--- src/sv/mqlb_pkg.sv ---
// package for the multi-queue linked buffer
// holds sizes, codes, beat types and the link reset function; no dependencies
package mqlb_pkg;

  localparam int NUM_QUEUES = 10;
  localparam int POOL_DEPTH = 256;

  localparam int PTR_W  = (POOL_DEPTH > 1) ? $clog2(POOL_DEPTH) : 1;
  localparam int CNT_W  = $clog2(POOL_DEPTH + 1);
  localparam int QIDX_W = (NUM_QUEUES > 1) ? $clog2(NUM_QUEUES) : 1;
  localparam int QID_W  = 4;
  localparam int KEY_W  = 32;

  localparam logic KIND_ENQ = 1'b0;
  localparam logic KIND_DEQ = 1'b1;

  localparam logic [1:0] STAT_OK    = 2'd0;
  localparam logic [1:0] STAT_FULL  = 2'd1;
  localparam logic [1:0] STAT_EMPTY = 2'd2;

  typedef logic [PTR_W-1:0]  ptr_t;
  typedef logic [QIDX_W-1:0] qidx_t;

  typedef struct packed {
    logic                     kind;
    logic [QID_W-1:0]         queue_id;
    logic signed [KEY_W-1:0]  key_in;
  } item_t;

  typedef struct packed {
    logic [1:0]               status;
    logic signed [KEY_W-1:0]  key_out;
  } result_t;

  // one queue's descriptor
  typedef struct packed {
    ptr_t head;
    ptr_t tail;
    logic nonempty;
  } qdesc_t;

  // update of one queue's descriptor
  typedef struct packed {
    qidx_t idx;
    logic  head_we;
    ptr_t  head;
    logic  tail_we;
    ptr_t  tail;
    logic  ne_we;
    logic  nonempty;
  } qwrite_t;

  // link value of an entry that was never written: the next entry, wrapping
  function automatic ptr_t link_reset_val(input ptr_t addr);
    ptr_t r;
    if (addr == PTR_W'(POOL_DEPTH - 1)) begin
      r = '0;
    end else begin
      r = addr + PTR_W'(1);
    end
    return r;
  endfunction

endpackage

--- src/sv/mqlb_qtab.sv ---
// per-queue head, tail and nonempty registers
// one combinational read, one update per cycle; uses mqlb_pkg
module mqlb_qtab (
  input  logic              clk,
  input  logic              rst,
  input  mqlb_pkg::qidx_t   rd_idx,
  output mqlb_pkg::qdesc_t  rd_desc,
  input  logic              we,
  input  mqlb_pkg::qwrite_t wr
);
  import mqlb_pkg::*;

  ptr_t                  head [NUM_QUEUES];
  ptr_t                  tail [NUM_QUEUES];
  logic [NUM_QUEUES-1:0] nonempty;

  always_ff @(posedge clk) begin
    if (rst) begin
      for (int i = 0; i < NUM_QUEUES; i++) begin
        head[i] <= '0;
        tail[i] <= '0;
      end
      nonempty <= '0;
    end else if (we) begin
      if (wr.head_we) begin
        head[wr.idx] <= wr.head;
      end
      if (wr.tail_we) begin
        tail[wr.idx] <= wr.tail;
      end
      if (wr.ne_we) begin
        nonempty[wr.idx] <= wr.nonempty;
      end
    end
  end

  assign rd_desc.head     = head[rd_idx];
  assign rd_desc.tail     = tail[rd_idx];
  assign rd_desc.nonempty = nonempty[rd_idx];

endmodule

--- config.mk ---
export PLATFORM = sky130hd
export DESIGN_NAME = mqlb_qtab
export DESIGN_NICKNAME = d
export VERILOG_FILES = /design/src/sv/mqlb_pkg.sv /design/src/sv/mqlb_qtab.sv
export SDC_FILE = /design/constraint.sdc
export NUM_CORES = 1
export LEC_CHECK = 0
export ABC_CLOCK_PERIOD_IN_PS = 4100
export BUFFER_PORTS_ARGS = -buffer_cell sky130_fd_sc_hd__clkbuf_2
export CORE_UTILIZATION = 57
export CTS_BUF_LIST = sky130_fd_sc_hd__clkbuf_16
export DETAILED_ROUTE_END_ITERATION = 8
export PLACE_DENSITY = 0.74
export SYNTH_ARGS = -nofsm -noshare
export SYNTH_HDL_FRONTEND = slang
export SYNTH_SLANG_ARGS = --single-unit
export TNS_END_PERCENT = 30
--- constraint.sdc ---
create_clock -name clk -period 4.1 [get_ports clk]
set_input_delay 0.82 -clock clk [delete_from_list [all_inputs] [get_ports clk]]
set_output_delay 0.82 -clock clk [all_outputs]
set_load 0.02 [all_outputs]
# Word-level counts from Yosys, hierarchy flattened
# Memories as Yosys holds them, arrays and structs flattened.
# Cells that the tools add are included.
[totals]
ff_bits = 10
ramBits = 160
input_bits = 31
output_inout_bits = 17
word_cells = 31
n_memories = 2
[classes]
magnitude_cmp = 3
n_mux = 21
n_reduce_logical = 4
[memory_table]
columns = ["name", "words", "word_bits", "rd", "rd_clocked_by_memory_dff", "write_ports", "line_no", "source"]
rows = [
  ["head", 10, 8, 1, 0, 10, "mqlb_qtab.sv:13", "ptr_t head [NUM_QUEUES];"],
  ["tail", 10, 8, 1, 0, 10, "mqlb_qtab.sv:14", "ptr_t tail [NUM_QUEUES];"],
]
[op_table]
columns = ["cell", "count"]
rows = [
  ["$mux W8", 2],
  ["$reduce_or A8 Y1", 2],
  ["$mux W1", 14],
  ["$bwmux W10", 1],
  ["$lt A4 B5 Y1 const B", 2],
  ["$mux W4", 2],
  ["$bmux W1 S4", 1],
  ["$demux W1 S4", 1],
  ["$ge A4 B1 Y1 const B", 1],
  ["$reduce_and A2 Y1", 1],
  ["$logic_and A1 B1 Y1", 1],
]

# Longest topological paths before layout
# Gate-level depths: netlist of run 1.
[logic_depth]
word_depth = 6
depth_mapped = 6
depth_no_buf = 4

# Worst setup path before layout of run 1
# No wires, ideal clock.
[synth_path]
kind = "input-to-output"
from = "input port rd_idx[0]"
to = "output port rd_desc[11] (netlist name)"
arrival_time_ps = 2108
required_ps = 3280
setup_slack_ps = 1172
path_stages = 5
path_buffers = 2
cell_sequence = "buf_2 buf_2 mux2i_1 a22o_1 a211oi_1"
[synth_lines]
columns = ["element", "line_no", "source"]
rows = [
  ["start, declared", "mqlb_qtab.sv:6", "input mqlb_pkg::qidx_t rd_idx,"],
  ["end, declared", "mqlb_qtab.sv:7", "output mqlb_pkg::qdesc_t rd_desc,"],
]

==> flow_summary_export.csv, run 1 <==
group,metric,value,unit
worst_setup_path,crit_arrival,2790,ps
yosys,synth_top_area_share,65.71,%
timing,drv_slew,0,
place,io_buffers,47,
clock_tree,cts_setup_buffers,0,
global_route,antenna_found_initial,0,
timing,tightest_slew,989.7,ps
clock_tree,cts_tree,"yes",
drt,antenna_left,0,
drt,viasPerCell,6.019,
timing,post-route-period-util,87.96,%
timing,hold_viol_final,0,
worst_setup_path,rrSetupSlack,3430,ps
power_and_ir_drop,seq_power_share,52.9,%
yosys,yosysSeqAreaShare,67.42,%
clock_tree,cts_max_level,1,
power_and_ir_drop,internal-power,4.629,mW
yosys,synthMuxAreaShare,13.59,%
worst_setup_path,startpoint_type,"primary input",
worst_setup_path,crit_type,"primary input to output port",
yosys,synthSimpleGateAreaFrac,13.29,%
yosys,syn_nets,782,
drt,drc,0,
clock_tree,cts-root-buf,"clkbuf_16",
worst_hold_path,min_to,"nonempty[4]",
timing,min_period,3607,ps
power_and_ir_drop,p_comb_share,6.7,%
clock_tree,hold_buffers,0,
worst_setup_path,cp.required,3280,ps
timing,holdWs,485.4,ps
worst_setup_path,reg2regPathDepth,2,
drt,routed_wl,24.84,mm
cells_and_area,fin_nets,838,
yosys,synth_compound_gate_area_share,4.053,%
timing,relSlewSlack,33.77,%
floorplanning,io_pins,48,
yosys,synth_top_family_by_area,"multiplexers",
timing,rsz0062_at_grt,"false",
power_and_ir_drop,ir_drop,290.6,uV
clock_tree,postCtsResizedCells,0,
place,gp_congestion,0.8088,
global_route,grt_usage,24.27,%
floorplanning,die_w,145.3,um
global_route,grt_overflow,0,
yosys,yosysUniqueCellTypes,37,
yosys,synth_area,11700,um^2
timing,fin_setup_tns,0,ps
global_route,grt_max_degree,37,
worst_setup_path,end_kind,"output port",
floorplanning,dieArea,21100,um^2
floorplanning,core,20170,um^2
power_and_ir_drop,clkPwrFrac,40.5,%
yosys,yosysTopAreaCell,"edfxtp_1",
yosys,synth_xor_area_share,0,%
drt,dr_total_vias,6585,
power_and_ir_drop,power_density,447.9,nW/um^2
floorplanning,std_cell_rows,52,
cells_and_area,area_growth,11.74,%
power_and_ir_drop,cellLeakagePower,4.453,nW
cells_and_area,diodes,0,
clock_tree,cts_buffers,25,
timing,fin_skew,0,ps
worst_setup_path,crit-reg2reg-launch,"nonempty[6]",
place,place_inst,1050,
yosys,synth_fa_ha_area_share,0,%
yosys,ys_seq_elements,266,
timing,fmax,277.3,MHz
cells_and_area,final_cells,1094,
place,place_hpwl,17.29,mm
worst_setup_path,critPathMaxFanout,31,
run_status,status,"finished clean",
power_and_ir_drop,netSwitchingPower,1.226,mW
yosys,ys_top_cells_by_area,"edfxtp_1 (66%), and2_1 (8.7%), mux4_2 (7.1%), mux2i_1 (5.2%), dfxtp_1 (1.7%)",
clock_tree,clk_latency,510,ps
drt,drt_pass1_iterations,5,
cells_and_area,num-fill-cells,1442,
cells_and_area,multi_input_area,3620,um^2
floorplanning,start_util,58.00,%
drt,wire_per_inst,22.71,um
timing,final-setup-viol-count,0,
worst_hold_path,hold_start,"nonempty[4]",
cells_and_area,seq_area,7888,um^2
floorplanning,die_h,145.3,um
yosys,syn_inst,751,
worst_hold_path,hold_class,"register to register",
clock_tree,clock-sinks,266,
cells_and_area,drive_above_1_share,18.33,%
worst_setup_path,r2r_end,"nonempty[6]",
power_and_ir_drop,p_total,5.855,mW
yosys,synth.avg_cell_area,15.58,um^2
yosys,ys_warn_count,0,
global_route,grt_pass1_wl,38.77,mm
drt,initialDrtViolationCount,756,
clock_tree,cts_buffer_depth,3,
global_route,grt_pass1_vias,6634,
run,drv_cap,0,
clock_tree,clk_pin_slew,60,ps
power_and_ir_drop,switching_share,20.94,%
worst_hold_path,hold_depth,2,
-- registers in the layout, summed over array words and instances (netlist names) --
register and count:
tail 128, nonempty 10, head 128
-- synth_stat cells --
| cell type | n |
|---|---|
| buf_1 | 2 |
| or2_1 | 16 |
| mux2_2 | 13 |
| nor2_1 | 39 |
| a221oi_1 | 15 |
| a32oi_1 | 1 |
| a22o_1 | 6 |
| nor2b_1 | 8 |
| nand4b_1 | 2 |
| and3b_1 | 2 |
| o22ai_1 | 7 |
| buf_2 | 6 |
| nor3b_1 | 2 |
| and4bb_1 | 1 |
| a21oi_1 | 6 |
| o21ai_0 | 12 |
| clkbuf_1 | 16 |
| dfxtp_1 | 10 |
| buf_4 | 5 |
| or2_2 | 3 |
| nand2_1 | 19 |
| mux4_2 | 37 |
| and2_1 | 162 |
| buf_6 | 4 |
| o211a_1 | 1 |
| nand2b_1 | 6 |
| or3b_1 | 1 |
| nor3_1 | 3 |
| o21ai_1 | 5 |
| edfxtp_1 | 256 |
| nand3_1 | 5 |
| inv_1 | 3 |
| a211oi_1 | 7 |
| a21o_1 | 2 |
| a22oi_1 | 6 |
| and2_0 | 1 |
| mux2i_1 | 61 |
-- placed cells by master, fill, tap and decap left out, types with 3 or more instances in the layout --
| master | n |
|---|---|
| nor3_1 | 3 |
| mux2i_1 | 61 |
| nand3_1 | 5 |
| buf_4 | 15 |
| a21oi_1 | 6 |
| nor2b_1 | 8 |
| a211oi_1 | 7 |
| a221oi_1 | 15 |
| nor2_1 | 39 |
| clkinv_1 | 5 |
| and2_1 | 162 |
| clkinv_2 | 5 |
| dfxtp_1 | 10 |
| nand2_1 | 19 |
| bufinv_16 | 5 |
| mux4_2 | 37 |
| o21ai_1 | 5 |
| o22ai_1 | 7 |
| clkbuf_16 | 25 |
| clkbuf_2 | 45 |
| nand2b_1 | 6 |
| edfxtp_1 | 256 |
| o21ai_0 | 12 |
| or2_2 | 3 |
| a22oi_1 | 6 |
| inv_1 | 6 |
| or2_1 | 16 |
| mux2_2 | 13 |
| a22o_1 | 6 |
-- power groups by stage --
stage               clock network [mW]  registers, mW  logic, mW
floorplan                            0           3.13      0.255
global placement                     0           3.15      0.377
detailed placement                   0           3.15      0.387
CTS                               2.39           3.10      0.389
global route                      2.49           3.10      0.417
finish                            2.37           3.10      0.389
-- through the flow --
step,setup slack [ps],utilization [%],area (um^2)
floorplan,1172,-,11700
detailed placement,508.7,60.66,12230
global route,354.3,64.81,13070
global placement,563.5,60.66,12230
CTS,464.8,64.81,13070
finish,493.4,64.81,13070
-- critical path, stage by stage --
cell and delay (ps):
buf_4 420, buf_12 300, mux4_2 530, mux2i_1 330, a211oi_1 150, clkbuf_2 180
-- layout make-up --
cell class              instances  share of cell area (%)
multi-input cells             449                   27.69
inverters                       3                 0.08614
flip-flops and latches        266                   60.34
clock buffers                  25                   4.786
clock inverters                19                   1.627
repair buffers                 62                   2.891
well taps                     270                   2.584
-- logic make-up (layout without fill, tap and decap cells) --
logic type             after synthesis  after routing
AO/OA/AOI/OAI                       68             68
buffers and inverters               36            109
flip-flops                         266            266
multiplexers                       111            111
AND/OR/NAND/NOR                    270            270
-- layer usage --
| layer | vias up | part of all wire [%] | GRT usage (%) |
|---|---|---|---|
| li1 | 2960 | - | - |
| met1 | 3333 | 43 | 35.56 |
| met2 | 253 | 47 | 37.62 |
| met3 | 39 | 7.6 | 4.528 |
| met4 | 0 | 2.0 | 6.684 |
| met5 | - | 0 | 0 |
-- worst max path at each step --
stage                    from           to  slack (ps)  depth (start not counted)
floorplan           rd_idx[0]  rd_desc[11]        1170                          5
finish              rd_idx[1]  rd_desc[13]         490                          6
detailed placement  rd_idx[1]  rd_desc[12]         510                          7
global route        rd_idx[1]  rd_desc[12]         350                          7
global placement    rd_idx[1]  rd_desc[15]         560                          6
CTS                 rd_idx[1]  rd_desc[13]         460                          6
Note: power is estimated with default switching activity, not from simulation.
==> run 2: changes to the inputs <==
--- a/config.mk
+++ b/config.mk
@@ -5,12 +5,12 @@
 export SDC_FILE = /design/constraint.sdc
 export NUM_CORES = 1
 export LEC_CHECK = 0
-export ABC_CLOCK_PERIOD_IN_PS = 4100
+export ABC_CLOCK_PERIOD_IN_PS = 3230
 export BUFFER_PORTS_ARGS = -buffer_cell sky130_fd_sc_hd__clkbuf_2
-export CORE_UTILIZATION = 57
+export CORE_UTILIZATION = 56
 export CTS_BUF_LIST = sky130_fd_sc_hd__clkbuf_16
 export DETAILED_ROUTE_END_ITERATION = 8
-export PLACE_DENSITY = 0.74
+export PLACE_DENSITY = 0.76
 export SYNTH_ARGS = -nofsm -noshare
 export SYNTH_HDL_FRONTEND = slang
 export SYNTH_SLANG_ARGS = --single-unit
==> constraint.sdc (replaced) <==
create_clock -name clk -period 3.23 [get_ports clk]
set_input_delay 0.646 -clock clk [delete_from_list [all_inputs] [get_ports clk]]
set_output_delay 0.646 -clock clk [all_outputs]
set_load 0.02 [all_outputs]
==> flow_summary_export.csv, run 2 (same netlist as run 1, synthesis figures left out) <==
group,metric,value,unit
timing,hold_viol_final,0,
clock_tree,cts_setup_buffers,0,
drt,drc,0,
drt,dr_total_vias,6780,
power_and_ir_drop,ir_drop,408.1,uV
cells_and_area,multi_input_area,3620,um^2
run_status,status,"finished clean",
cells_and_area,drive_above_1_share,21.84,%
worst_setup_path,crit_family,"simple AND/OR/NAND/NOR gates",
floorplanning,io_pins,48,
clock_tree,clk_pin_slew,50,ps
worst_setup_path,slowest_stage,"and2_0",
cells_and_area,num-fill-cells,1436,
worst_setup_path,end_kind,"output port",
clock_tree,postCtsResizedCells,0,
cells_and_area,final_cell_mix,"edfxtp_1 (256), and2_1 (162), mux2i_1 (61), buf_4 (48), clkbuf_2 (45)",
global_route,grt_pass1_vias,6971,
worst_setup_path,critical_path.startpoint,"rd_idx[1]",
timing,post-route-period-util,94.31,%
worst_setup_path,crit-reg2reg-launch,"nonempty[6]",
global_route,grt_overflow,0,
clock_tree,cts-root-buf,"clkbuf_16",
power_and_ir_drop,netSwitchingPower,1.588,mW
floorplanning,start_util,57.45,%
worst_setup_path,critPathMaxFanout,25,
timing,fin_setup_tns,0,ps
worst_setup_path,crit_type,"primary input to output port",
global_route,use_met1,34.64,%
timing,final-setup-viol-count,0,
power_and_ir_drop,seq_power_share,53.5,%
clock_tree,hold_buffers,0,
global_route,grt_usage,24.43,%
power_and_ir_drop,power_density,552.0,nW/um^2
floorplanning,core,20360,um^2
cells_and_area,area_growth,13.73,%
worst_setup_path,critPathBufInv,2,
timing,tightest_slew,644.0,ps
floorplanning,die_h,146.5,um
floorplanning,die_w,146.5,um
cells_and_area,seq_area,7888,um^2
cells_and_area,final_cells,1131,
cells_and_area,diodes,0,
run,drv_cap,0,
power_and_ir_drop,clkPwrFrac,39.5,%
cells_and_area,top_regs,"head (128), tail (128), nonempty (10)",
timing,fin_skew,0,ps
timing,fmax,328.3,MHz
drt,drt_pass1_iterations,5,
cells_and_area,fin_nets,872,
power_and_ir_drop,p_comb_share,7.0,%
worst_setup_path,cpPeakStageDelay,370,ps
timing,rsz0062_at_grt,"false",
clock_tree,clk_latency,520,ps
place,io_buffers,47,
power_and_ir_drop,internal-power,5.757,mW
drt,wire_per_inst,22.46,um
clock_tree,cts_buffers,26,
clock_tree,cts_buffer_depth,3,
timing,relSlewSlack,57.07,%
drt,antenna_left,0,
drt,viasPerCell,5.995,
power_and_ir_drop,switching_share,21.62,%
power_and_ir_drop,cellLeakagePower,4.631,nW
drt,routed_wl,25.41,mm
worst_setup_path,cp.required,2580,ps
clock_tree,clock-sinks,266,
worst_hold_path,hold_class,"primary input to register",
global_route,antenna_found_initial,0,
global_route,grt_use_met2,39.95,%
worst_hold_path,hold_start,"wr[0]",
global_route,grt_max_degree,36,
global_route,grt_busiest_layer,"met2",
clock_tree,cts_max_level,1,
timing,drv_slew,0,
cells_and_area,mostFrequentLayoutCell,"edfxtp_1",
drt,initialDrtViolationCount,692,
global_route,grtUsageMet3,3.375,%
place,place_hpwl,17.86,mm
place,gp_congestion,0.7917,
worst_setup_path,crit_chain,"buf_4 -> nor2b_1 -> and2_0 -> a22o_1 -> a211oi_1 -> clkbuf_2",
global_route,grt_pass1_wl,39.49,mm
timing,holdWs,490.7,ps
timing,min_period,3046,ps
floorplanning,dieArea,21470,um^2
timing,final.setup.worst_slack,183.7,ps
clock_tree,cts_tree,"yes",
place,pre_cts_ws,136.1,ps
floorplanning,std_cell_rows,52,
worst_setup_path,crit_arrival,2400,ps
worst_setup_path,startpoint_type,"primary input",
place,place_inst,1083,
## run 2: area by class of cell
type | count | area share, %
flip-flops and latches | 266 | 59.28
multi-input cells | 449 | 27.21
clock buffers | 27 | 5.078
repair buffers | 95 | 4.702
well taps | 270 | 2.539
clock inverters | 21 | 1.110
inverters | 3 | 0.08463
## run 2: power groups by stage
stage          clock network (mW)  logic, mW  registers (mW)
2_1_floorplan                   0      0.323            3.98
3_3_place_gp                    0      0.500            3.99
3_5_place_dp                    0      0.513            4.00
4_1_cts                      2.93      0.516            3.93
5_1_grt                      3.05      0.549            3.94
6_report                     2.90      0.516            3.93
## run 2: per-stage QoR
stage          power, mW  area [um^2]  utilization (%)
4_1_cts            7.370        13310            65.34
2_1_floorplan      4.302        11700                -
3_3_place_gp       4.494        12480            61.29
6_report           7.345        13310            65.34
3_5_place_dp       4.513        12480            61.29
5_1_grt            7.539        13310            65.34
## run 2: final timing paths
check,to,slack [ps],cells past startpoint
max reg2reg,nonempty[6],2560,2
max,rd_desc[9],180,6
min reg2reg,nonempty[8],500,2
min,nonempty[9],490,3
## run 2: layer usage
layer  part of all wire (%)  up-vias
li1                       -     3027
met1                     42     3436
met2                     49      271
met3                    6.7       46
met4                    2.2        0
met5                      0        -
## run 2: worst min-delay path, stage by stage
cell	delay [ps]
clkbuf_2	170
nand2_1	90
a21oi_1	50
